**src/rtl/qte_pkg.sv**
```systemverilog
// Shared types, constants and helpers for the quaternion to Euler angle pipeline.
`default_nettype none
package qte_pkg;

    localparam int XYW = 37;                // CORDIC x/y lane width
    localparam int ZW = 35;                 // CORDIC angle accumulator width, Q.30
    localparam int SQW = 62;                // square root remainder/root width
    localparam int SQRT_STAGES = 31;        // one result bit per cell
    localparam int ARGW = 34;               // atan2 argument width, Q2.30 doubled

    localparam logic signed [ZW-1:0] PI_Q30 = 35'sd3373259426;
    localparam logic signed [ARGW-1:0] ONE_Q30 = 34'sd1073741824;
    localparam logic [SQW-1:0] ONE_SQ = 62'd1 << 60;
    localparam logic signed [18:0] ANG_MAX = 19'sd25736;
    localparam logic [30:0] THR_RESET = 31'd1073731087;

    localparam logic [2:0] REG_LOCK_THR = 3'd0;

    localparam logic signed [ZW-1:0] ATAN_TAB [32] = '{
        35'sd843314857, 35'sd497837829, 35'sd263043837, 35'sd133525159,
        35'sd67021687, 35'sd33543516, 35'sd16775851, 35'sd8388437,
        35'sd4194283, 35'sd2097149, 35'sd1048576, 35'sd524288,
        35'sd262144, 35'sd131072, 35'sd65536, 35'sd32768,
        35'sd16384, 35'sd8192, 35'sd4096, 35'sd2048,
        35'sd1024, 35'sd512, 35'sd256, 35'sd128,
        35'sd64, 35'sd32, 35'sd16, 35'sd8,
        35'sd4, 35'sd2, 35'sd1, 35'sd0
    };

    typedef struct packed {
        logic signed [15:0] quat_w;
        logic signed [15:0] quat_x;
        logic signed [15:0] quat_y;
        logic signed [15:0] quat_z;
    } t_quat;

    typedef struct packed {
        logic signed [15:0] angle_x;
        logic signed [15:0] angle_y;
        logic signed [15:0] angle_z;
        logic               gimbal_locked;
    } t_euler;

    typedef struct packed {
        logic signed [XYW-1:0] x;
        logic signed [XYW-1:0] y;
        logic signed [ZW-1:0]  z;
        logic                  zero;
    } t_lane;

    typedef struct packed {
        logic [SQW-1:0] rem;
        logic [SQW-1:0] root;
    } t_root;

    // Round half up from Q.30 to Q3.13 and saturate.
    function automatic logic signed [15:0] to_q13(input logic signed [ZW-1:0] a);
        logic signed [ZW:0] sum;
        logic signed [18:0] r;
        sum = (ZW+1)'(a) + (ZW+1)'(65536);
        r = 19'(sum >>> 17);
        if (r > ANG_MAX) begin
            r = ANG_MAX;
        end else if (r < -ANG_MAX) begin
            r = -ANG_MAX;
        end
        return r[15:0];
    endfunction

endpackage
`default_nettype wire

```
**src/rtl/qte_cordic_cell.sv**
```systemverilog
// One vectoring CORDIC micro-rotation with its own fixed shift and angle.
`default_nettype none
module qte_cordic_cell #(
    parameter int STAGE = 0
) (
    input  wire                 i_clk,
    input  qte_pkg::t_lane      i_lane,
    output qte_pkg::t_lane      o_lane
);

    localparam logic [4:0] IDX = STAGE[4:0];
    localparam logic signed [qte_pkg::ZW-1:0] ANG = qte_pkg::ATAN_TAB[IDX];

    logic signed [qte_pkg::XYW-1:0] dx;
    logic signed [qte_pkg::XYW-1:0] dy;
    qte_pkg::t_lane                 n_lane;
    qte_pkg::t_lane                 r_lane;

    always_comb begin
        dx = i_lane.y >>> STAGE;
        dy = i_lane.x >>> STAGE;
        n_lane.zero = i_lane.zero;
        if (i_lane.y > 0) begin
            n_lane.x = i_lane.x + dx;
            n_lane.y = i_lane.y - dy;
            n_lane.z = i_lane.z + ANG;
        end else begin
            n_lane.x = i_lane.x - dx;
            n_lane.y = i_lane.y + dy;
            n_lane.z = i_lane.z - ANG;
        end
    end

    always_ff @(posedge i_clk) begin
        r_lane <= n_lane;
    end

    assign o_lane = r_lane;

endmodule
`default_nettype wire

```
**config.mk**
```make
export PLATFORM = sky130hd
export DESIGN_NAME = qte_cordic_cell
export DESIGN_NICKNAME = d
export VERILOG_FILES = /design/src/rtl/qte_pkg.sv /design/src/rtl/qte_cordic_cell.sv
export SDC_FILE = /design/constraint.sdc
export NUM_CORES = 1
export LEC_CHECK = 0
export ABC_CLOCK_PERIOD_IN_PS = 6500
export BUFFER_PORTS_ARGS = -buffer_cell sky130_fd_sc_hd__buf_2
export CAP_MARGIN = 20
export CORE_MARGIN = 3
export CORE_UTILIZATION = 25
export CTS_BUF_LIST = sky130_fd_sc_hd__clkbuf_4 sky130_fd_sc_hd__clkbuf_8
export DETAILED_ROUTE_END_ITERATION = 7
export MAX_ROUTING_LAYER = met4
export SYNTH_ARGS = -nofsm -noshare
export SYNTH_HDL_FRONTEND = slang
export SYNTH_SLANG_ARGS = --single-unit
```
**constraint.sdc**
```tcl
create_clock -name i_clk -period 6.5 [get_ports i_clk]
set_clock_uncertainty 0.05 [all_clocks]
set_input_delay 0.975 -clock i_clk [delete_from_list [all_inputs] [get_ports i_clk]]
set_output_delay 0.975 -clock i_clk [all_outputs]
set_load 0.005 [all_outputs]
```
# Word level (Yosys, flattened, before mapping)
# Cells that the tools add are included.
op_classes:
  n_mux: 1
  n_addsub: 5
  magnitude_cmp: 1
ops:
  columns: ["cell", "count"]
  rows:
  - ["2-to-1 mux 109 bit", 1]
  - ["subtractor 37 bit", 2]
  - ["adder 37 bit", 1]
  - ["> comparator 37 x 1 -> 1 bit, second input constant", 1]
  - ["adder 35 x 31 -> 35 bit, second input constant", 1]
  - ["subtractor 35 x 31 -> 35 bit, second input constant", 1]
word_totals:
  reg_bits: 110
  inputBits: 111
  word_cells: 11

# Longest topological paths before layout
# Gate-level depths: netlist (run 1).
depth:
  depth_word: 2
  mapped_depth: 19
  depth_no_buf: 15

# Worst setup path before layout (run 1)
# No wires, ideal clock.
synth_timing:
  path_kind: "in2reg"
  start: "input port i_lane[37] (netlist bit)"
  end: "register r_lane (netlist bit o_lane[34])"
  arrival_ns: 5.016
  path_buffers: 3
  stages: 17
  setup_time_ns: 0.131
  slack_ns: 1.304
  cell_sequence: "nor4_1 nand4_1 nor2_1 a41o_1 buf_2 clkbuf_1 buf_1 ha_1 o21a_1 a2111oi_4 o211a_2 nor3_2 o41ai_4 a21oi_2 a41oi_2 o31ai_1 xor2_1"
synth_lines:
  columns: ["element", "line", "source"]
  rows:
  - ["from (decl)", "qte_cordic_cell.sv:7", "input qte_pkg::t_lane i_lane,"]
  - ["to (signal assigned)", "qte_cordic_cell.sv:35", "r_lane <= n_lane;"]
  - ["to (decl)", "qte_cordic_cell.sv:17", "qte_pkg::t_lane r_lane;"]

==> results of run 1 <==
-- stage by stage --
step / hold slack, ps / cells / power, mW
2_1_floorplan: 953 / 1397 / 1.58
3_3_place_gp: 1030 / 2142 / 2.04
3_5_place_dp: 1030 / 2142 / 2.04
4_1_cts: 514 / 2158 / 2.60
5_1_grt: 532 / 2160 / 2.76
6_report: 571 / 2162 / 2.56
-- placed cells by master (no fill, tap or decap), types with 7 or more instances in the layout --
| cell | count |
|---|---|
| inv_1 | 121 |
| a21o_1 | 61 |
| ha_1 | 141 |
| nand3_1 | 16 |
| dfxtp_1 | 109 |
| xnor2_1 | 83 |
| a21boi_0 | 7 |
| a211oi_1 | 9 |
| o21ai_1 | 8 |
| nor2b_1 | 15 |
| or3_1 | 10 |
| a21oi_1 | 183 |
| clkbuf_8 | 9 |
| and3_1 | 7 |
| inv_2 | 8 |
| or2_2 | 10 |
| o21a_1 | 16 |
| o21ai_0 | 66 |
| o21bai_1 | 37 |
| o31ai_1 | 12 |
| buf_2 | 220 |
| nand2_1 | 67 |
| nand4_1 | 19 |
| o211ai_1 | 11 |
| xor2_1 | 16 |
| nor3_1 | 30 |
| mux2i_1 | 12 |
| nor2_1 | 104 |
| nor4_1 | 13 |
| a31oi_1 | 20 |
| and2_1 | 7 |
| nand2b_1 | 14 |
-- how the worst min path moves through the flow --
| stage | cells past startpoint | end | slack, ps |
|---|---|---|---|
| final | 1 | o_lane[0] | 570 |
| after global routing | 1 | o_lane[0] | 530 |
| after CTS | 1 | o_lane[0] | 510 |
| after detailed placement | 1 | o_lane[0] | 1030 |
| after global placement | 1 | o_lane[0] | 1030 |
| after floorplan | 0 | o_lane[0] | 950 |
-- power groups by stage --
| stage | registers (mW) | clock network [mW] | logic, mW |
|---|---|---|---|
| after floorplan | 0.902 | 0 | 0.676 |
| after global placement | 0.885 | 0 | 1.16 |
| after detailed placement | 0.884 | 0 | 1.15 |
| after CTS | 0.871 | 0.570 | 1.16 |
| after global routing | 0.884 | 0.593 | 1.28 |
| final | 0.866 | 0.532 | 1.17 |
-- kinds of logic after synthesis --
group                    count (synthesis)
AO/OA/AOI/OAI                          514
AND/OR/NAND/NOR                        330
buffers and inverters                  187
adder cells (fa/ha/maj)                145
flip-flops                             109
XOR/XNOR                                99
multiplexers                            13
-- area by class of cell --
type,instances,area [um2]
clock buffer,10,131
tap,577,722
fill,4562,29600
sequential,109,2180
multi-input combinational,1101,7910
antenna,4,10.0
inverter,131,492
timing repair buffer,224,1130
clock inverter,6,111
-- per-layer routing --
layer,GRT usage [%],vias to the layer above
met5,-,-
met4,6.79,0
met3,3.16,64
met2,28.5,488
met1,23.8,5288
li1,-,5356
-- critical path, cell delays in order --
cell and delay [ps]:
buf_2 120, nor4_1 280, buf_4 180, nand4_1 170
nor2_1 230, a41o_4 340, inv_2 210, ha_1 280
a2111oi_0 770, o211a_1 320, o41ai_2 120, a21oi_1 300
o21ai_2 120, a21oi_1 320, o21ai_1 140, xor2_1 150
==> impl_metrics.yaml, run 1 <==
run_status:
  status: "finished clean"
synthesis:
  yosysWarningCount: 0
  seq_area_frac_synth_pct: 20.2
  ys_async_sr_fraction_pct: 0
  synth_xor_area_share_pct: 8.02
  synth_area_leader_cell: "dfxtp_1"
  ys_top_cells_by_area: "dfxtp_1, ha_1, a21oi_1"
  synth_cells: 1397
  yosys.area_share.adder_pct: 17.1
  synth_edf_count: 0
  synth_top_family_by_area: "compound AO/OA/AOI/OAI gates"
  syn_nets: 1653
  synthFlopType: "dfxtp_1"
  syn_avg_cell_area_um2: 7.73
  yosysMostFrequentCell: "a21oi_1"
  synth_simple_gate_area_share_pct: 15.0
  ys_ff_latch: 109
  synth.area.mux_share_pct: 1.22
  synth_top_area_share_pct: 20.2
  synth_commonest_cells: "a21oi_1, ha_1, inv_1"
  yosys.cell_types.count: 94
  synthesis.area_mm2: 0.0108
  synth-compound-area-share_pct: 31.8
route:
  wl_per_cell_um: 19.2
  met2_length_um: 18700
  vias_per_cell: 5.18
  vias: 11196
  drtIter0Drc: 1075
  drcViolationCount: 0
  wirelength_um: 41600
  dr.pass1.iters: 6
  ant_nets: 0
  wl_met3_um: 3300
  dr.max_layer_used: "met4"
  wl_met1_um: 18300
floorplanning:
  core-area_mm2: 0.0423
  die_x_um: 214
  initial_core_util_pct: 25.5
  die_y_um: 214
  num_rows: 75
  dieArea_mm2: 0.0458
  io_pins: 221
timing:
  finalHoldViolations: 0
  period_minus_slack_ps: 4760
  finalMaxSlewViolations: 0
  finalWorstSetupSlack_ps: 1740
  setup-tns-final_ps: 0
  max_freq_ghz: 0.210
  tightest_slew_ps: 944
  min_period_over_period_pct: 73.2
  slew_headroom_pct: 37.0
  setup_violations: 0
  rsz0062_at_grt: "no"
pwr:
  pwr-share-seq_pct: 33.8
  p_leak_nw: 5.88
  switchingPower_mw: 1.01
  swShare_pct: 39.5
  p_int_mw: 1.55
  p_comb_share_pct: 45.5
  clock_power_share_pct: 20.8
  ir_worst_vdd_mv: 0.0855
  powerDensity_mw_per_mm2: 202
setup_path:
  cp-end-kind: "flop"
  cp-startpoint: "i_lane[45]"
  crit_path_start_kind: "primary input"
  worst-path-max-fanout: 17
  crit_required_ps: 6800
  endpoint: "o_lane[33]"
  path_class: "in2reg"
  cp.arrival_ps: 5060
clock_tree:
  cts_made_buffers: 9
  ctsResizeCount: 0
  postCtsHoldBufs: 0
  clockRootBuffer: "clkbuf_8"
  post_cts_buffers: 0
  cts_tree: "done"
  path_clk_slew_ps: 110
  clk_path_buf_depth: 2
  clkSinkCount: 109
  htreeDepth: 3
place:
  dp_slack_ps: 1250
  place_congestion: 0.938
  dp_hpwl_um: 33900
  place_area_mm2: 0.0124
  portBuffers: 220
grt:
  antenna_found_initial: 2
  track_usage_pct: 18.3
  grt_pass1_vias: 10776
  grt_pass1_wl_um: 62300
  grt.overflow.total: 0
  grt_max_degree: 79
layout:
  layout-drive-gt1-share_pct: 18.3
  final_area_mm2: 0.0127
  final_util_pct: 30.0
  largest_reg_flops: 109
  fin_nets: 1832
  area_delta_synth_final_pct: 17.5
job:
  cap_violations: 0
hold_path:
  min_path_type: "in2reg"
  worstHoldStart: "i_lane[0]"
No activity file was read; power rests on OpenSTA's default activity.
==> run 2: changes to the inputs <==
ABC_CLOCK_PERIOD_IN_PS = 4700   (was 6500)
clock period = 4.7 ns   (was 6.5 ns; I/O delays follow)
==> impl_metrics.yaml, run 2 (same netlist as run 1, synthesis figures left out) <==
run_status:
  status: "finished clean"
setup_path:
  path_delay_family: "compound AO/OA/AOI/OAI gates"
  cp.arrival_ps: 4570
  crit_required_ps: 4980
  crit_cells: 18
  cp_slowest_cell: "nor4_1"
  crit_chain: "buf_2 > nor4_1 > nand4_1 > buf_4 > nor2_1 > a41o_4 > inv_2 > buf_12 > ha_1 > a2111oi_0 > buf_4 > o211a_1 > o21ai_0 > a211oi_1 > o21bai_1 > a21oi_1 > o21ai_0 > xor2_1"
  cp-end-kind: "flop"
  slowest_delay_ps: 560
  crit_path_start_kind: "primary input"
  path_class: "in2reg"
  cp-startpoint: "i_lane[70]"
  worst-path-max-fanout: 6
  cp_num_buf_inv: 5
route:
  vias: 11292
  drtIter0Drc: 994
  ant_nets: 0
  vias_per_cell: 5.05
  wl_per_cell_um: 19.0
  dr.pass1.iters: 7
  drcViolationCount: 0
  wirelength_um: 42500
clock_tree:
  clk_path_buf_depth: 2
  path_clk_slew_ps: 110
  ctsResizeCount: 0
  htreeDepth: 3
  cts_made_buffers: 9
  clkSinkCount: 109
  postCtsHoldBufs: 0
  clockRootBuffer: "clkbuf_8"
  post_cts_buffers: 0
  cts_tree: "done"
place:
  place_congestion: 0.947
  portBuffers: 220
  place_area_mm2: 0.0130
  dp_hpwl_um: 34800
  placedCellCount: 2218
  dp_slack_ps: 0.417
job:
  cap_violations: 0
timing:
  period_minus_slack_ps: 4280
  rsz0062_at_grt: "no"
  tightest_slew_ps: 943
  finalWorstSetupSlack_ps: 415
  finalMaxSlewViolations: 0
  slew_headroom_pct: 37.2
  max_freq_ghz: 0.233
  setup-tns-final_ps: 0
  finalHoldViolations: 0
  setup_violations: 0
  min_period_over_period_pct: 91.2
  whs_ps: 300
pwr:
  finalPower_mw: 3.48
  ir_worst_vdd_mv: 0.120
  powerDensity_mw_per_mm2: 264
  p_leak_nw: 6.22
floorplanning:
  die_y_um: 214
  core-area_mm2: 0.0423
  dieArea_mm2: 0.0458
  io_pins: 221
  die_x_um: 214
  initial_core_util_pct: 25.5
  num_rows: 75
grt:
  grt.overflow.total: 0
  antenna_found_initial: 2
  grt_pass1_wl_um: 63800
  grt_max_degree: 78
  track_usage_pct: 18.8
  grt_pass1_vias: 11036
layout:
  largest_reg_flops: 109
  final_area_mm2: 0.0132
  layout-drive-gt1-share_pct: 22.0
  fin_nets: 1908
  final_util_pct: 31.2
  final_common_cell: "buf_2"
  nFillCells: 4630
  layoutNonFillerInstCount: 2238
  area_delta_synth_final_pct: 22.2
  final_cell_mix: "buf_2, a21oi_1, ha_1"
hold_path:
  worstHoldStart: "i_lane[0]"
  min_path_type: "in2reg"
  hold_depth: 1
-- run 2: changes by cell type in the layout (fill, tap and decap cells not counted), sizes merged --
| cell | delta |
|---|---|
| clkinv | -1 |
| inv | +1 |
| clkinvlp | +2 |
| buf | +76 |
| bufinv | -3 |
| clkbuf | +1 |
-- run 2: power breakdown --
group / leakage, nW / switching, mW / internal (mW)
registers: 0.920 / 0.0577 / 1.14
clock network: 0.0828 / 0.390 / 0.206
logic: 5.22 / 0.983 / 0.709
-- run 2: area by class of cell --
type / count / area [um2] / area share [%]
Multi-Input combinational cell: 1101 / 7910 / 59.9
Inverter: 131 / 492 / 3.72
Antenna cell: 4 / 10.0 / 0.0758
Tap cell: 577 / 722 / 5.47
Clock buffer: 11 / 139 / 1.05
Timing Repair Buffer: 300 / 1710 / 13.0
Sequential cell: 109 / 2180 / 16.5
Clock inverter: 5 / 36.3 / 0.275
-- run 2: final timing paths --
path / to / slack (ps)
worst max-delay path: o_lane[25] / 420
worst min-delay path: o_lane[0] / 300
-- run 2: metal layers --
| layer | track usage [%] | share of wire [%] |
|---|---|---|
| met1 | 24.8 | 45 |
| met2 | 29.3 | 45 |
| met3 | 2.85 | 7.2 |
| met4 | 6.24 | 2.5 |
| met5 | - | 0 |
==> run 3: changes to the inputs <==
CORE_UTILIZATION = 30   (was 25)
==> impl_metrics.yaml, run 3 (same netlist as run 1, synthesis figures left out) <==
clock_tree:
  post_cts_buffers: 0
  cts_tree: "done"
  clockRootBuffer: "clkbuf_8"
  path_clk_slew_ps: 100
  postCtsHoldBufs: 0
  cts_made_buffers: 9
  ctsResizeCount: 0
  clkSinkCount: 109
  htreeDepth: 3
  clk_path_buf_depth: 2
setup_path:
  crit_path_start_kind: "primary input"
  crit_required_ps: 4950
  slowest_delay_ps: 460
  worst-path-max-fanout: 7
  cp-end-kind: "flop"
  path_delay_family: "compound AO/OA/AOI/OAI gates"
  crit_chain: "buf_2 > nor4_1 > nand4_1 > nor2_1 > a41o_4 > inv_2 > ha_1 > o21a_1 > a2111oi_4 > o211a_2 > nor3_2 > o41ai_4 > a21oi_2 > a41oi_2 > o31ai_1 > xor2_1"
  cp_num_buf_inv: 2
  cp.arrival_ps: 4460
  cp_slowest_cell: "nor4_1"
  crit_cells: 16
  path_class: "in2reg"
layout:
  final_cell_mix: "buf_2, a21oi_1, ha_1"
  fin_nets: 1899
  layout-drive-gt1-share_pct: 21.6
  final_util_pct: 37.0
  final_common_cell: "buf_2"
  largest_reg_flops: 109
  area_delta_synth_final_pct: 20.2
job:
  cap_violations: 0
timing:
  max_freq_ghz: 0.237
  slew_headroom_pct: 38.8
  min_period_over_period_pct: 89.7
  setup-tns-final_ps: 0
  finalMaxSlewViolations: 0
  whs_ps: 339
  rsz0062_at_grt: "no"
  finalHoldViolations: 0
  setup_violations: 0
  tightest_slew_ps: 918
  period_minus_slack_ps: 4210
grt:
  grt_pass1_wl_um: 60400
  track_usage_pct: 20.3
  grt_max_degree: 77
  antenna_found_initial: 4
  grt.overflow.total: 0
  grt_pass1_vias: 10842
route:
  dr.pass1.iters: 5
  ant_nets: 0
  drcViolationCount: 0
  wl_per_cell_um: 18.7
  wirelength_um: 39400
  drtIter0Drc: 989
  vias: 11316
  vias_per_cell: 5.37
pwr:
  pwr-share-seq_pct: 34.9
  swShare_pct: 40.0
  p_leak_nw: 6.18
  ir_worst_vdd_mv: 0.135
  p_comb_share_pct: 48.2
  switchingPower_mw: 1.37
  p_int_mw: 2.05
  powerDensity_mw_per_mm2: 264
  clock_power_share_pct: 16.9
floorplanning:
  die_x_um: 196
  num_rows: 68
  core-area_mm2: 0.0351
  initial_core_util_pct: 30.8
  io_pins: 221
  dieArea_mm2: 0.0383
  die_y_um: 196
hold_path:
  min_path_type: "in2reg"
  hold_depth: 1
run_status:
  status: "finished clean"
place:
  place_congestion: 0.941
  portBuffers: 220
  dp_hpwl_um: 32100
[run 3: changes by cell type in the layout (fill, tap and decap cells not counted), moves of 2 or more]
| cell | delta |
|---|---|
| clkbuf_4 | -2 |
| clkinvlp_4 | -3 |
| clkinv_4 | +2 |
| buf_4 | -8 |
[run 3: power by group through the flow]
stage | Combinational [mW] | Clock (mW) | Sequential [mW]
2_1_floorplan | 0.935 | 0 | 1.25
3_3_place_gp | 1.64 | 0 | 1.21
6_report | 1.65 | 0.578 | 1.19
4_1_cts | 1.65 | 0.620 | 1.20
3_5_place_dp | 1.64 | 0 | 1.22
5_1_grt | 1.81 | 0.649 | 1.22
[run 3: metal layers]
metal	wire length (um)	vias up	global-route usage [%]
met3	2910	48	2.80
met2	18000	464	32.5
met5	0	-	-
li1	-	5493	-
met1	17700	5311	27.0
met4	748	0	5.28
[run 3: area by class of cell]
type                       instances  area (um2)
clock buffer                      10         138
fill                            3725       22100
clock inverter                     6        45.0
timing repair buffer             291        1630
inverter                         131         492
multi-input combinational       1101        7910
antenna                            5        12.5
tap                              455         569
sequential                       109        2180
[run 3: metrics by stage]
stage | instances | area, um2 | worst slack, ps | total power, mW
global placement | 2087 | 12800 | 95.6 | 2.85
CTS | 2103 | 13000 | 526 | 3.46
finish | 2108 | 13000 | 486 | 3.42
detailed placement | 2087 | 12800 | 47.7 | 2.85
global route | 2107 | 13000 | 162 | 3.67
floorplan | 1397 | 10800 | 49.1 | 2.18
[run 3: final timing paths]
check                      start          to
worst min-delay path   i_lane[0]   o_lane[0]
worst max-delay path  i_lane[70]  o_lane[34]
