$ cat src/rtl/qte_pkg.sv
// Shared types, constants and helpers for the quaternion to Euler angle pipeline.
`default_nettype none
package qte_pkg;

    localparam int XYW = 37;                // CORDIC x/y lane width
    localparam int ZW = 35;                 // CORDIC angle accumulator width, Q.30
    localparam int SQW = 62;                // square root remainder/root width
    localparam int SQRT_STAGES = 31;        // one result bit per cell
    localparam int ARGW = 34;               // atan2 argument width, Q2.30 doubled

    localparam logic signed [ZW-1:0] PI_Q30 = 35'sd3373259426;
    localparam logic signed [ARGW-1:0] ONE_Q30 = 34'sd1073741824;
    localparam logic [SQW-1:0] ONE_SQ = 62'd1 << 60;
    localparam logic signed [18:0] ANG_MAX = 19'sd25736;
    localparam logic [30:0] THR_RESET = 31'd1073731087;

    localparam logic [2:0] REG_LOCK_THR = 3'd0;

    localparam logic signed [ZW-1:0] ATAN_TAB [32] = '{
        35'sd843314857, 35'sd497837829, 35'sd263043837, 35'sd133525159,
        35'sd67021687, 35'sd33543516, 35'sd16775851, 35'sd8388437,
        35'sd4194283, 35'sd2097149, 35'sd1048576, 35'sd524288,
        35'sd262144, 35'sd131072, 35'sd65536, 35'sd32768,
        35'sd16384, 35'sd8192, 35'sd4096, 35'sd2048,
        35'sd1024, 35'sd512, 35'sd256, 35'sd128,
        35'sd64, 35'sd32, 35'sd16, 35'sd8,
        35'sd4, 35'sd2, 35'sd1, 35'sd0
    };

    typedef struct packed {
        logic signed [15:0] quat_w;
        logic signed [15:0] quat_x;
        logic signed [15:0] quat_y;
        logic signed [15:0] quat_z;
    } t_quat;

    typedef struct packed {
        logic signed [15:0] angle_x;
        logic signed [15:0] angle_y;
        logic signed [15:0] angle_z;
        logic               gimbal_locked;
    } t_euler;

    typedef struct packed {
        logic signed [XYW-1:0] x;
        logic signed [XYW-1:0] y;
        logic signed [ZW-1:0]  z;
        logic                  zero;
    } t_lane;

    typedef struct packed {
        logic [SQW-1:0] rem;
        logic [SQW-1:0] root;
    } t_root;

    // Round half up from Q.30 to Q3.13 and saturate.
    function automatic logic signed [15:0] to_q13(input logic signed [ZW-1:0] a);
        logic signed [ZW:0] sum;
        logic signed [18:0] r;
        sum = (ZW+1)'(a) + (ZW+1)'(65536);
        r = 19'(sum >>> 17);
        if (r > ANG_MAX) begin
            r = ANG_MAX;
        end else if (r < -ANG_MAX) begin
            r = -ANG_MAX;
        end
        return r[15:0];
    endfunction

endpackage
`default_nettype wire

$ cat src/rtl/qte_sqrt_cell.sv
// One restoring square root cell: settles one root bit per clock.
`default_nettype none
module qte_sqrt_cell #(
    parameter int K = 0
) (
    input  wire                 i_clk,
    input  qte_pkg::t_root      i_root,
    output qte_pkg::t_root      o_root
);

    localparam logic [qte_pkg::SQW-1:0] BIT = qte_pkg::SQW'(1) << (2 * K);

    logic [qte_pkg::SQW-1:0] trial;
    qte_pkg::t_root          n_root;
    qte_pkg::t_root          r_root;

    always_comb begin
        trial = i_root.root + BIT;
        if (i_root.rem >= trial) begin
            n_root.rem  = i_root.rem - trial;
            n_root.root = (i_root.root >> 1) + BIT;
        end else begin
            n_root.rem  = i_root.rem;
            n_root.root = i_root.root >> 1;
        end
    end

    always_ff @(posedge i_clk) begin
        r_root <= n_root;
    end

    assign o_root = r_root;

endmodule
`default_nettype wire

$ cat config.mk
export PLATFORM = sky130hd
export DESIGN_NAME = qte_sqrt_cell
export DESIGN_NICKNAME = d
export VERILOG_FILES = /design/src/rtl/qte_pkg.sv /design/src/rtl/qte_sqrt_cell.sv
export SDC_FILE = /design/constraint.sdc
export NUM_CORES = 1
export LEC_CHECK = 0
export BUFFER_PORTS_ARGS = -buffer_cell sky130_fd_sc_hd__buf_2
export CAP_MARGIN = 20
export CORE_MARGIN = 10
export CORE_UTILIZATION = 50
export DETAILED_ROUTE_END_ITERATION = 10
export PLACE_DENSITY = 0.75
export SYNTH_ARGS = -nofsm -noshare
export SYNTH_HDL_FRONTEND = slang
export SYNTH_SLANG_ARGS = --single-unit
$ cat constraint.sdc
create_clock -name i_clk -period 7.2 [get_ports i_clk]
set_input_delay 0.36 -clock i_clk [delete_from_list [all_inputs] [get_ports i_clk]]
set_output_delay 0.36 -clock i_clk [all_outputs]
set_load 0.03 [all_outputs]
# [Word-level counts from Yosys, hierarchy flattened]
# Index checks and enable logic that the tools add are counted.
[totals] register_bits=124 input_bits=125
[classes] add_sub_neg=3 n_lt_le_gt_ge=1 n_mux=1
[ops] op="two-way mux 124 bit" count=1
[ops] op="adder 61 x 1 -> 62 bit (second input constant)" count=1
[ops] op="adder 62 x 1 -> 62 bit (second input constant)" count=1
[ops] op="greater-or-equal comparator 62 bit" count=1
[ops] op="subtractor 62 bit" count=1

# [Depth between registers and ports, before layout]
# Gate-level depths: netlist of run 1.
[logic_depth] word_depth=3 depth_mapped=25 mapped_depth_nobuf=20

# [Least setup slack after synthesis of run 1]
# Ideal clock, no wire load.
[synth_path] kind="input port to flip-flop" start="input port i_root[7] (netlist bit)" end="register r_root, in the netlist o_root[31]" t_arrival_ps=5098 t_required_ps=7128 path_slack_ps=2030 stages=21 path_buffers=3 path_cell_list="clkbuf_1 > and3_1 > nand2_1 > nor2_1 > nand2_1 > or3_1 > or3_1 > nor2_1 > nand3_1 > xnor2_1 > ha_1 > and3_1 > nand2_1 > or4_4 > or3_4 > a31o_1 > buf_6 > or3_4 > buf_6 > nor4_4 > xor2_1"
[synth_rtl] item="start: declaration" line="qte_sqrt_cell.sv:7" text="input qte_pkg::t_root i_root,"
[synth_rtl] item="end signal: assignment" line="qte_sqrt_cell.sv:29" text="r_root <= n_root;"
[synth_rtl] item="end: declaration" line="qte_sqrt_cell.sv:15" text="qte_pkg::t_root r_root;"

==> results.md, run 1 <==
- Nets: 1625
- Post-CTS Resized: 0
- IO buf count: 248
- Area after DPL: 10600 um^2
- Detail Route Antenna Nets: 0
- Drt drc: 0
- Die extent in y: 156.0 um
- Status: complete, no violations
- Die X: 156.0 um
- Leak Pwr: 4.857 nW
- Die area: 24350 um^2
- Final hold vios: 0
- Cell Area, Synth: 9253 um^2
- Worst path slowest cell: or4_4
- Non-Filler Instances: 1685
- Fmax: 0.1696 GHz
- Worst-Margin Slew: 1.161 ns
- Hold path depth: 3
- WHS: 0.1395 ns
- EDFF count, synth: 0
- Hold buffer count at cts: 0
- Antenna violations before repair: 13
- Most used cell, CP: nor2_1
- Seq/Total Area, Yosys: 26.83%
- GRT Resource Usage Total: 28.72%
- Setup TNS: 0 ns
- First-pass GRT wire length: 54.77 mm
- Final slew viol count: 0
- Post-Layout Inst Area: 11240 um^2
- Setup crit end kind: flip-flop
- Clk slew on worst S/H paths: 0.06 ns
- Io pins: 249
- Critical path type: in -> reg
- Syn nets: 1406
- Dpl cells: 1644
- CTS tree: yes
- Required @ worst endpoint: 7.56 ns
- Post-synth cell types: 68
- Mapped Cells: 1216
- # H-tree levels: 4
- Most common cell after layout, fill and taps aside: buf_2
- Min Clock Period, post-route: 5.897 ns
- Sink count of the clock tree: 124
- Core Box Area: 18090 um^2
- Root Driver: clkbuf_16
- Site Rows: 49
- Via density per instance: 5.860
- Final Util: 62.12%
- HPWL Detailed: 29.63 mm
- Share of cells above drive strength 1: 21.69%
- Arrival time worst endpoint: 6.26 ns
- Wire per inst: 21.56 um
- Filler instances: 1667
- Via count: 9874
- Synthesized area per cell: 7.609 um^2
- Final setup viols: 0
- Worst-path cell chain: buf_2 -> ha_1 -> nand2_1 -> nor2_1 -> nand2_1 -> or3_1 -> or3_1 -> nor2_1 -> nand3_1 -> xor2_1 -> ha_1 -> nand4_1 -> nor4b_1 -> nand4_1 -> o211ai_1 -> nand3_1 -> a31o_1 -> or4_4 -> nor2_1 -> xor2_1
- Max-slew headroom: 21.58%
- Crit-path max FO: 19
- Vias in the first global route: 9807
- Drt total wl: 36.33 mm
- CTS max path bufs: 2
- Unrepaired setup endpoints after global routing: no
- Initial Utilization: 51.16%
- Post-synth top flop: dfxtp_1
- Area Overhead vs Synth: 21.43%
- Routability congestion estimate: 1.015
- Detailed Routing Iterations Pass 1: 6
- Synth warn: 0
- Largest net degree at the start of global routing: 44
- CTS Buf Count: 17
- Final period util: 81.90%
- Peak supply drop: 0.1733 mV
- Fin worst setup slack: 1.303 ns
- Place WS: 1.085 ns
- Hold Crit Class: in -> reg
- Max FFs per register: 124
- Post-CTS setup buffer count: 0
- DR iter-0 viols: 882
- Grt total ovfl: 0
- PD cells: 229.1 nW/um^2
- FFs w/ async S/R, synth: 0%
- Startpoint Class: input port
- Most frequent cells in the layout: buf_2 (249), nor2_1 (140), nand2_1 (139)
- Max_cap viols: 0
- Total power: 2.574 mW
- Synth Register Bits: 124
- Slowest stage delay, CP: 0.56 ns
[worst paths after layout]
check / startpoint / endpoint
worst max-delay path: i_root[0] / o_root[45]$_DFF_P_
worst min-delay path: i_root[88] / o_root[88]$_DFF_P_
[Yosys cell counts, types with 8 or more instances]
cell	n	area share, %
dfxtp_1	124	27
nand2_1	139	5.6
o31ai_1	8	0.65
nor2_1	140	5.7
clkbuf_1	31	1.3
a21oi_1	117	6.3
xnor2_1	92	8.7
nor4_1	11	0.74
a21o_1	23	1.9
ha_1	64	8.7
inv_1	24	0.97
buf_2	19	1.0
nand4_1	46	3.1
o21bai_1	15	1.2
nand3_1	40	2.2
a211oi_1	12	0.97
and3_1	21	1.4
nor3_1	29	1.6
xor2_1	85	8.0
o21ai_0	57	3.1
[cell families after synthesis]
logic type,synth area share (%)
buf+inv,3.908
compound gates,18.49
xor+xnor,16.75
flops,26.83
fa+ha+maj,8.871
simple gates,25.15
[layer usage]
layer / up-vias / track usage (%) / part of all wire, %
li1: 4754 / - / -
met1: 4504 / 35.37 / 41
met2: 534 / 45.20 / 45
met3: 72 / 10.64 / 11
met4: 10 / 9.847 / 2.2
met5: - / 0 / 0.16
[worst max-delay path, delay by kind of cell]
family	cells	cell delay, ns
AND/OR/NAND/NOR	13	3.77
adder cells (fa/ha/maj)	2	0.81
XOR/XNOR	2	0.32
AO/OA/AOI/OAI	2	0.54
buffers and inverters	1	0.43
[power breakdown]
| part | total, mW | switching [mW] | leakage [nW] | internal, mW |
|---|---|---|---|---|
| clock | 0.907 | 0.337 | 0.303 | 0.570 |
| combinational | 0.872 | 0.587 | 3.51 | 0.285 |
| sequential | 0.796 | 0.0231 | 1.05 | 0.772 |
| total | 2.57 | 0.947 | 4.86 | 1.63 |
[cell type report]
cell class	count	area, um^2	share of cell area (%)
Multi-Input combinational cell	1008	6421	57.15
Sequential cell	124	2482	22.09
Timing Repair Buffer	259	1321	11.76
Clock buffer	21	470.5	4.187
Tap cell	229	286.5	2.550
Clock inverter	11	140.1	1.247
Inverter	25	93.84	0.8352
Antenna cell	8	20.02	0.1782
Note: power is estimated with default switching activity, not from simulation.
==> run 2: changes to the inputs <==
CORE_UTILIZATION = 49   (was 50)
PLACE_DENSITY = 0.76   (was 0.75)
clock period = 5 ns   (was 7.2 ns; I/O delays follow)
==> results.md, run 2 (synthesis results as in run 1) <==
- Io pins: 249 (unchanged)
- Largest net degree at the start of global routing: 33 (-25%)
- Most frequent cells in the layout: buf_2 (248), nand2_1 (139), nor2_1 (139)
- Post-Layout Inst Area: 12100 um^2 (+7.7%)
- Via density per instance: 5.755 (-1.8%)
- Peak supply drop: 0.2527 mV (+46%)
- Die extent in y: 157.4 um (+0.88%)
- Area Overhead vs Synth: 30.79%
- # H-tree levels: 4 (unchanged)
- Final slew viol count: 0 (unchanged)
- Final setup viols: 0 (unchanged)
- Sequential power share: 30.3% (-0.6 points)
- Final hold vios: 0 (unchanged)
- Fmax: 0.2130 GHz
- GRT Resource Usage Total: 28.88% (+0.16 points)
- Antenna violations before repair: 7 (-6)
- Crit-path max FO: 5 (-14)
- Drt drc: 0 (unchanged)
- HPWL Detailed: 30.99 mm (+4.6%)
- Setup crit end kind: flip-flop
- Max-slew headroom: 46.41% (+25 points)
- Routability congestion estimate: 1.002 (-1.3%)
- Site Rows: 50 (+2.0%)
- Switch Pwr: 1.372 mW (+45%)
- Die area: 24780 um^2 (+1.8%)
- Required @ worst endpoint: 5.35 ns (-2.21 ns)
- PD cells: 311.6 nW/um^2 (+36%)
- Clock Power Share: 33.9% (-1.3 points)
- Sink count of the clock tree: 124 (unchanged)
- Via count: 10360 (+4.9%)
- CTS tree: yes
- Comb pwr share: 35.8% (+1.9 points)
- Pint: 2.399 mW (+47%)
- Detailed Routing Iterations Pass 1: 8 (+2)
- Max_cap viols: 0 (unchanged)
- Grt total ovfl: 0 (unchanged)
- Hold Crit Class: in -> reg
- Detail Route Antenna Nets: 0 (unchanged)
- Clk slew on worst S/H paths: 0.06 ns (about the same)
- Wire per inst: 20.68 um (-4.1%)
- Status: complete, no violations
- Switching share of power: 36.39% (-0.39 points)
- Post-CTS setup buffer count: 0 (unchanged)
- Dpl cells: 1764 (+7.3%)
- Most common cell after layout, fill and taps aside: buf_2
- Vias in the first global route: 9981 (+1.8%)
- Grt met1 use: 37.76% (+2.4 points)
- Non-Filler Instances: 1800 (+6.8%)
- IO buf count: 248 (unchanged)
- Critical path type: in -> reg
- Met3 Use GR: 6.550% (-4.1 points)
- DR iter-0 viols: 805 (-8.7%)
- First-pass GRT wire length: 55.55 mm (+1.4%)
- Root Driver: clkbuf_16
- Hold buffer count at cts: 0 (unchanged)
- Drt total wl: 37.22 mm (+2.5%)
- CTS Buf Count: 17 (unchanged)
- Max FFs per register: 124 (unchanged)
- Gr busiest metal: met2
- Min Clock Period, post-route: 4.695 ns
- Initial Utilization: 49.63% (-1.5 points)
- Final period util: 93.90%
- Met2 Use GR: 46.44% (+1.2 points)
- CTS max path bufs: 2 (unchanged)
- Worst-Margin Slew: 0.7977 ns (-0.3634 ns)
- Share of cells above drive strength 1: 27.23% (+5.5 points)
- Arrival time worst endpoint: 5.05 ns (-1.21 ns)
- Final Util: 64.91% (+2.8 points)
- Core Box Area: 18640 um^2 (+3.1%)
- Leak Pwr: 5.401 nW (+11%)
- Area after DPL: 11500 um^2 (+8.5%)
- Die X: 157.4 um (+0.88%)
- Nets: 1739 (+7.0%)
- Startpoint Class: input port
[run 2: worst paths after layout]
| path | startpoint | to | cells past startpoint |
|---|---|---|---|
| worst min-delay path | i_root[70] | o_root[70]$_DFF_P_ | 3 |
| worst max-delay path | i_root[31] | o_root[45]$_DFF_P_ | 20 |
[run 2: layout make-up]
cell class | count | area (um^2)
Fill cell | 1758 | 6541
Multi-Input combinational cell | 1008 | 6430
Sequential cell | 124 | 2482
Timing Repair Buffer | 373 | 2205
Clock buffer | 24 | 471.7
Tap cell | 234 | 292.8
Clock inverter | 7 | 113.9
Inverter | 25 | 93.84
Antenna cell | 5 | 12.51
[run 2: power groups by stage]
stage / clock network, mW / logic, mW / registers [mW]
after floorplan: 0 / 0.591 / 1.42
after global placement: 0 / 1.33 / 1.16
after detailed placement: 0 / 1.33 / 1.16
after CTS: 1.28 / 1.34 / 1.14
after global routing: 1.33 / 1.45 / 1.15
final: 1.28 / 1.35 / 1.14
[run 2: repair_timing]
action                                 in CTS  in global routing
gates resized for setup                     0                  1
setup endpoints to repair                   0                  3
endpoints found under the hold margin       0                  0
[run 2: metrics by stage]
step | total power, mW | worst slack [ns] | setup TNS [ns] | hold WS, ns
2_1_floorplan | 2.009 | 0.007008 | 0 | 0.3466
3_3_place_gp | 2.487 | 0.07539 | 0 | 0.4684
3_5_place_dp | 2.493 | -0.03469 | -0.06283 | 0.4768
4_1_cts | 3.764 | 0.3864 | 0 | 0.04081
5_1_grt | 3.932 | -0.05131 | -0.1420 | 0.04159
6_report | 3.771 | 0.3052 | 0 | 0.04852
[run 2: routing by layer]
layer  wire [um]  vias up
li1            -     4979
met1       16130     4811
met2       16860      508
met3        3523       57
met4         682        4
met5          26        -
[run 2: worst max-delay path, stage by stage]
cell      delay, ns
buf_2          0.09
and3_1         0.18
nand4_1        0.18
nor3_1         0.36
nand4_1        0.20
nor4_2         0.34
nand2_1        0.13
nor2_1         0.16
nor4bb_1       0.37
nand2_1        0.11
xor2_1         0.16
ha_1           0.29
and3_1         0.17
nand2_1        0.06
or4_4          0.52
or3_4          0.37
a31o_1         0.30
or4_4          0.53
nor2_1         0.13
xor2_1         0.15
==> run 3: changes to the inputs <==
CORE_ASPECT_RATIO = 0.7   (was unset)
PLACE_DENSITY = 0.78   (was 0.76)
==> results.md, run 3 (synthesis results as in run 1) <==
- Final Util: 66.28% (+1.4 points)
- CTS max path bufs: 2 (unchanged)
- Crit path max-delay family: simple AND/OR/NAND/NOR gates
- Switch Pwr: 1.418 mW (+3.3%)
- Clock Power Share: 34.3% (+0.4 points)
- Grt total ovfl: 0 (unchanged)
- Die area: 24870 um^2 (+0.35%)
- Io pins: 249 (unchanged)
- Die extent in y: 135.0 um (-14%)
- Place WS: -0.05335 ns (-0.01866 ns)
- IO buf count: 248 (unchanged)
- WHS: 0.04680 ns (-0.001726 ns)
- Critical path type: in -> reg
- CTS Buf Count: 17 (unchanged)
- Min-delay src: i_root[75]
- Nets: 1730 (-0.52%)
- Setup TNS: 0 ns (unchanged)
- Most common cell after layout, fill and taps aside: buf_2
- Drt total wl: 38.03 mm (+2.2%)
- DR iter-0 viols: 1411 (+75%)
- Final slew viol count: 0 (unchanged)
- Wire per inst: 21.16 um (+2.3%)
- Comb pwr share: 35.6% (-0.2 points)
- Max FFs per register: 124 (unchanged)
- Peak supply drop: 0.1879 mV (-26%)
- Sequential power share: 30.1% (-0.2 points)
- Most frequent cells in the layout: buf_2 (248), nand2_1 (139), nor2_1 (139)
- Hold Crit Class: in -> reg
- Routability congestion estimate: 1.026 (+2.4%)
- PD cells: 315.0 nW/um^2 (+1.1%)
- CTS tree: yes
- Worst path slowest cell: nor4_1
- Via count: 10630 (+2.6%)
- Vias in the first global route: 10170 (+1.9%)
- Worst-path cell chain: buf_2 -> and4_1 -> and2_1 -> nand2_1 -> nor2_1 -> nand2_1 -> nor4_1 -> buf_4 -> xnor2_1 -> ha_1 -> a21oi_1 -> o21ai_1 -> o21ai_0 -> o21ai_0 -> a221oi_1 -> buf_4 -> or3_4 -> a31o_1 -> or4_4 -> nor2_1 -> xor2_1
- Max_cap viols: 0 (unchanged)
- Largest net degree at the start of global routing: 36 (+9.1%)
- Final setup viols: 0 (unchanged)
- HPWL Detailed: 31.14 mm (+0.49%)
- Sink count of the clock tree: 124 (unchanged)
- Max-slew headroom: 56.26% (+9.9 points)
- Initial Utilization: 50.66% (+1.0 points)
- Arrival time worst endpoint: 5.08 ns (+0.03 ns)
- Post-CTS setup buffer count: 0 (unchanged)
- Antenna violations before repair: 5 (-2)
- Hold path depth: 3 (unchanged)
- Crit-path max FO: 6 (+1)
- Required @ worst endpoint: 5.34 ns (about the same)
- Core Box Area: 18260 um^2 (-2.0%)
- Area Overhead vs Synth: 30.82% (about the same)
- Final period util: 94.78% (+0.89 points)
- Site Rows: 41 (-18%)
- # H-tree levels: 4 (unchanged)
- Root Driver: clkbuf_16
- Clk slew on worst S/H paths: 0.06 ns (about the same)
- Worst-Margin Slew: 0.6511 ns (-0.1467 ns)
- Fin worst setup slack: 0.2608 ns (-0.04446 ns)
- Final hold vios: 0 (unchanged)
- Switching share of power: 37.19% (+0.80 points)
- Hold Path End: o_root[75]$_DFF_P_
- Leak Pwr: 5.365 nW (-0.67%)
- Status: complete, no violations
- Setup crit end kind: flip-flop
- Via density per instance: 5.913 (+2.7%)
- Share of cells above drive strength 1: 27.24% (about the same)
- Slowest stage delay, CP: 0.59 ns (+0.06 ns)
- GRT Resource Usage Total: 29.10% (+0.22 points)
- Drt drc: 0 (unchanged)
- Fmax: 0.2110 GHz (-0.94%)
- Hold buffer count at cts: 0 (unchanged)
- First-pass GRT wire length: 56.68 mm (+2.0%)
- Detailed Routing Iterations Pass 1: 6 (-2)
- CP bufs+invs: 3 (+2)
- Unrepaired setup endpoints after global routing: no
- Pint: 2.395 mW (-0.16%)
- Detail Route Antenna Nets: 0 (unchanged)
- Min Clock Period, post-route: 4.739 ns (+0.04446 ns)
- Startpoint Class: input port
- Die X: 184.2 um (+17%)
==> run 3: area by class of cell <==
class,instances,area [um^2]
multi-input combinational,1008,6441
fill,1604,6158
sequential,124,2482
timing repair buffer,364,2162
clock buffer,19,442.9
tap,236,295.3
clock inverter,13,166.4
inverter,25,93.84
antenna,8,20.02
==> run 3: repair_timing <==
action	4_1_cts	5_1_grt
resized for setup	0	3
endpoints found under the setup margin	0	11
endpoints found under the hold margin	0	0
==> run 3: tightest hold or removal path, delay by kind of cell <==
family / cells / cell delay (ns)
buffers and inverters: 1 / 0.09
and+or+nand+nor: 1 / 0.04
AOI/OAI and AO/OA: 1 / 0.06
==> run 3: power groups by stage <==
stage          combinational (mW)  sequential [mW]  clock [mW]
5_1_grt                      1.45             1.16        1.36
6_report                     1.36             1.15        1.31
2_1_floorplan               0.591             1.42           0
3_3_place_gp                 1.32             1.16           0
3_5_place_dp                 1.32             1.17           0
4_1_cts                      1.34             1.15        1.32
==> run 3: stage by stage <==
stage	instances	total power [mW]	cell area [um^2]
floorplan	1216	2.009	9256
detailed placement	1757	2.490	11460
CTS	1789	3.802	12070
global route	1792	3.965	12090
global placement	1757	2.482	11460
finish	1797	3.813	12100
==> run 3: how the worst max path moves through the flow <==
stage                          start            endpoint  slack, ns  depth (start not counted)
after floorplan            i_root[7]  o_root[31]$_DFF_P_      0.007                         21
after global placement     i_root[4]  o_root[45]$_DFF_P_        0.1                         21
after detailed placement  i_root[29]  o_root[49]$_DFF_P_      -0.05                         20
after CTS                 i_root[29]  o_root[45]$_DFF_P_       0.30                         20
after global routing       i_root[4]  o_root[45]$_DFF_P_       0.03                         21
final                      i_root[4]  o_root[45]$_DFF_P_       0.26                         21
==> run 3: per-layer routing <==
metal	wire length (um)	global-route usage [%]	vias up
li1	-	-	4969
met1	16750	39.37	4882
met2	15750	43.13	704
met3	4862	9.861	70
met4	670	7.260	0
met5	0	0	-
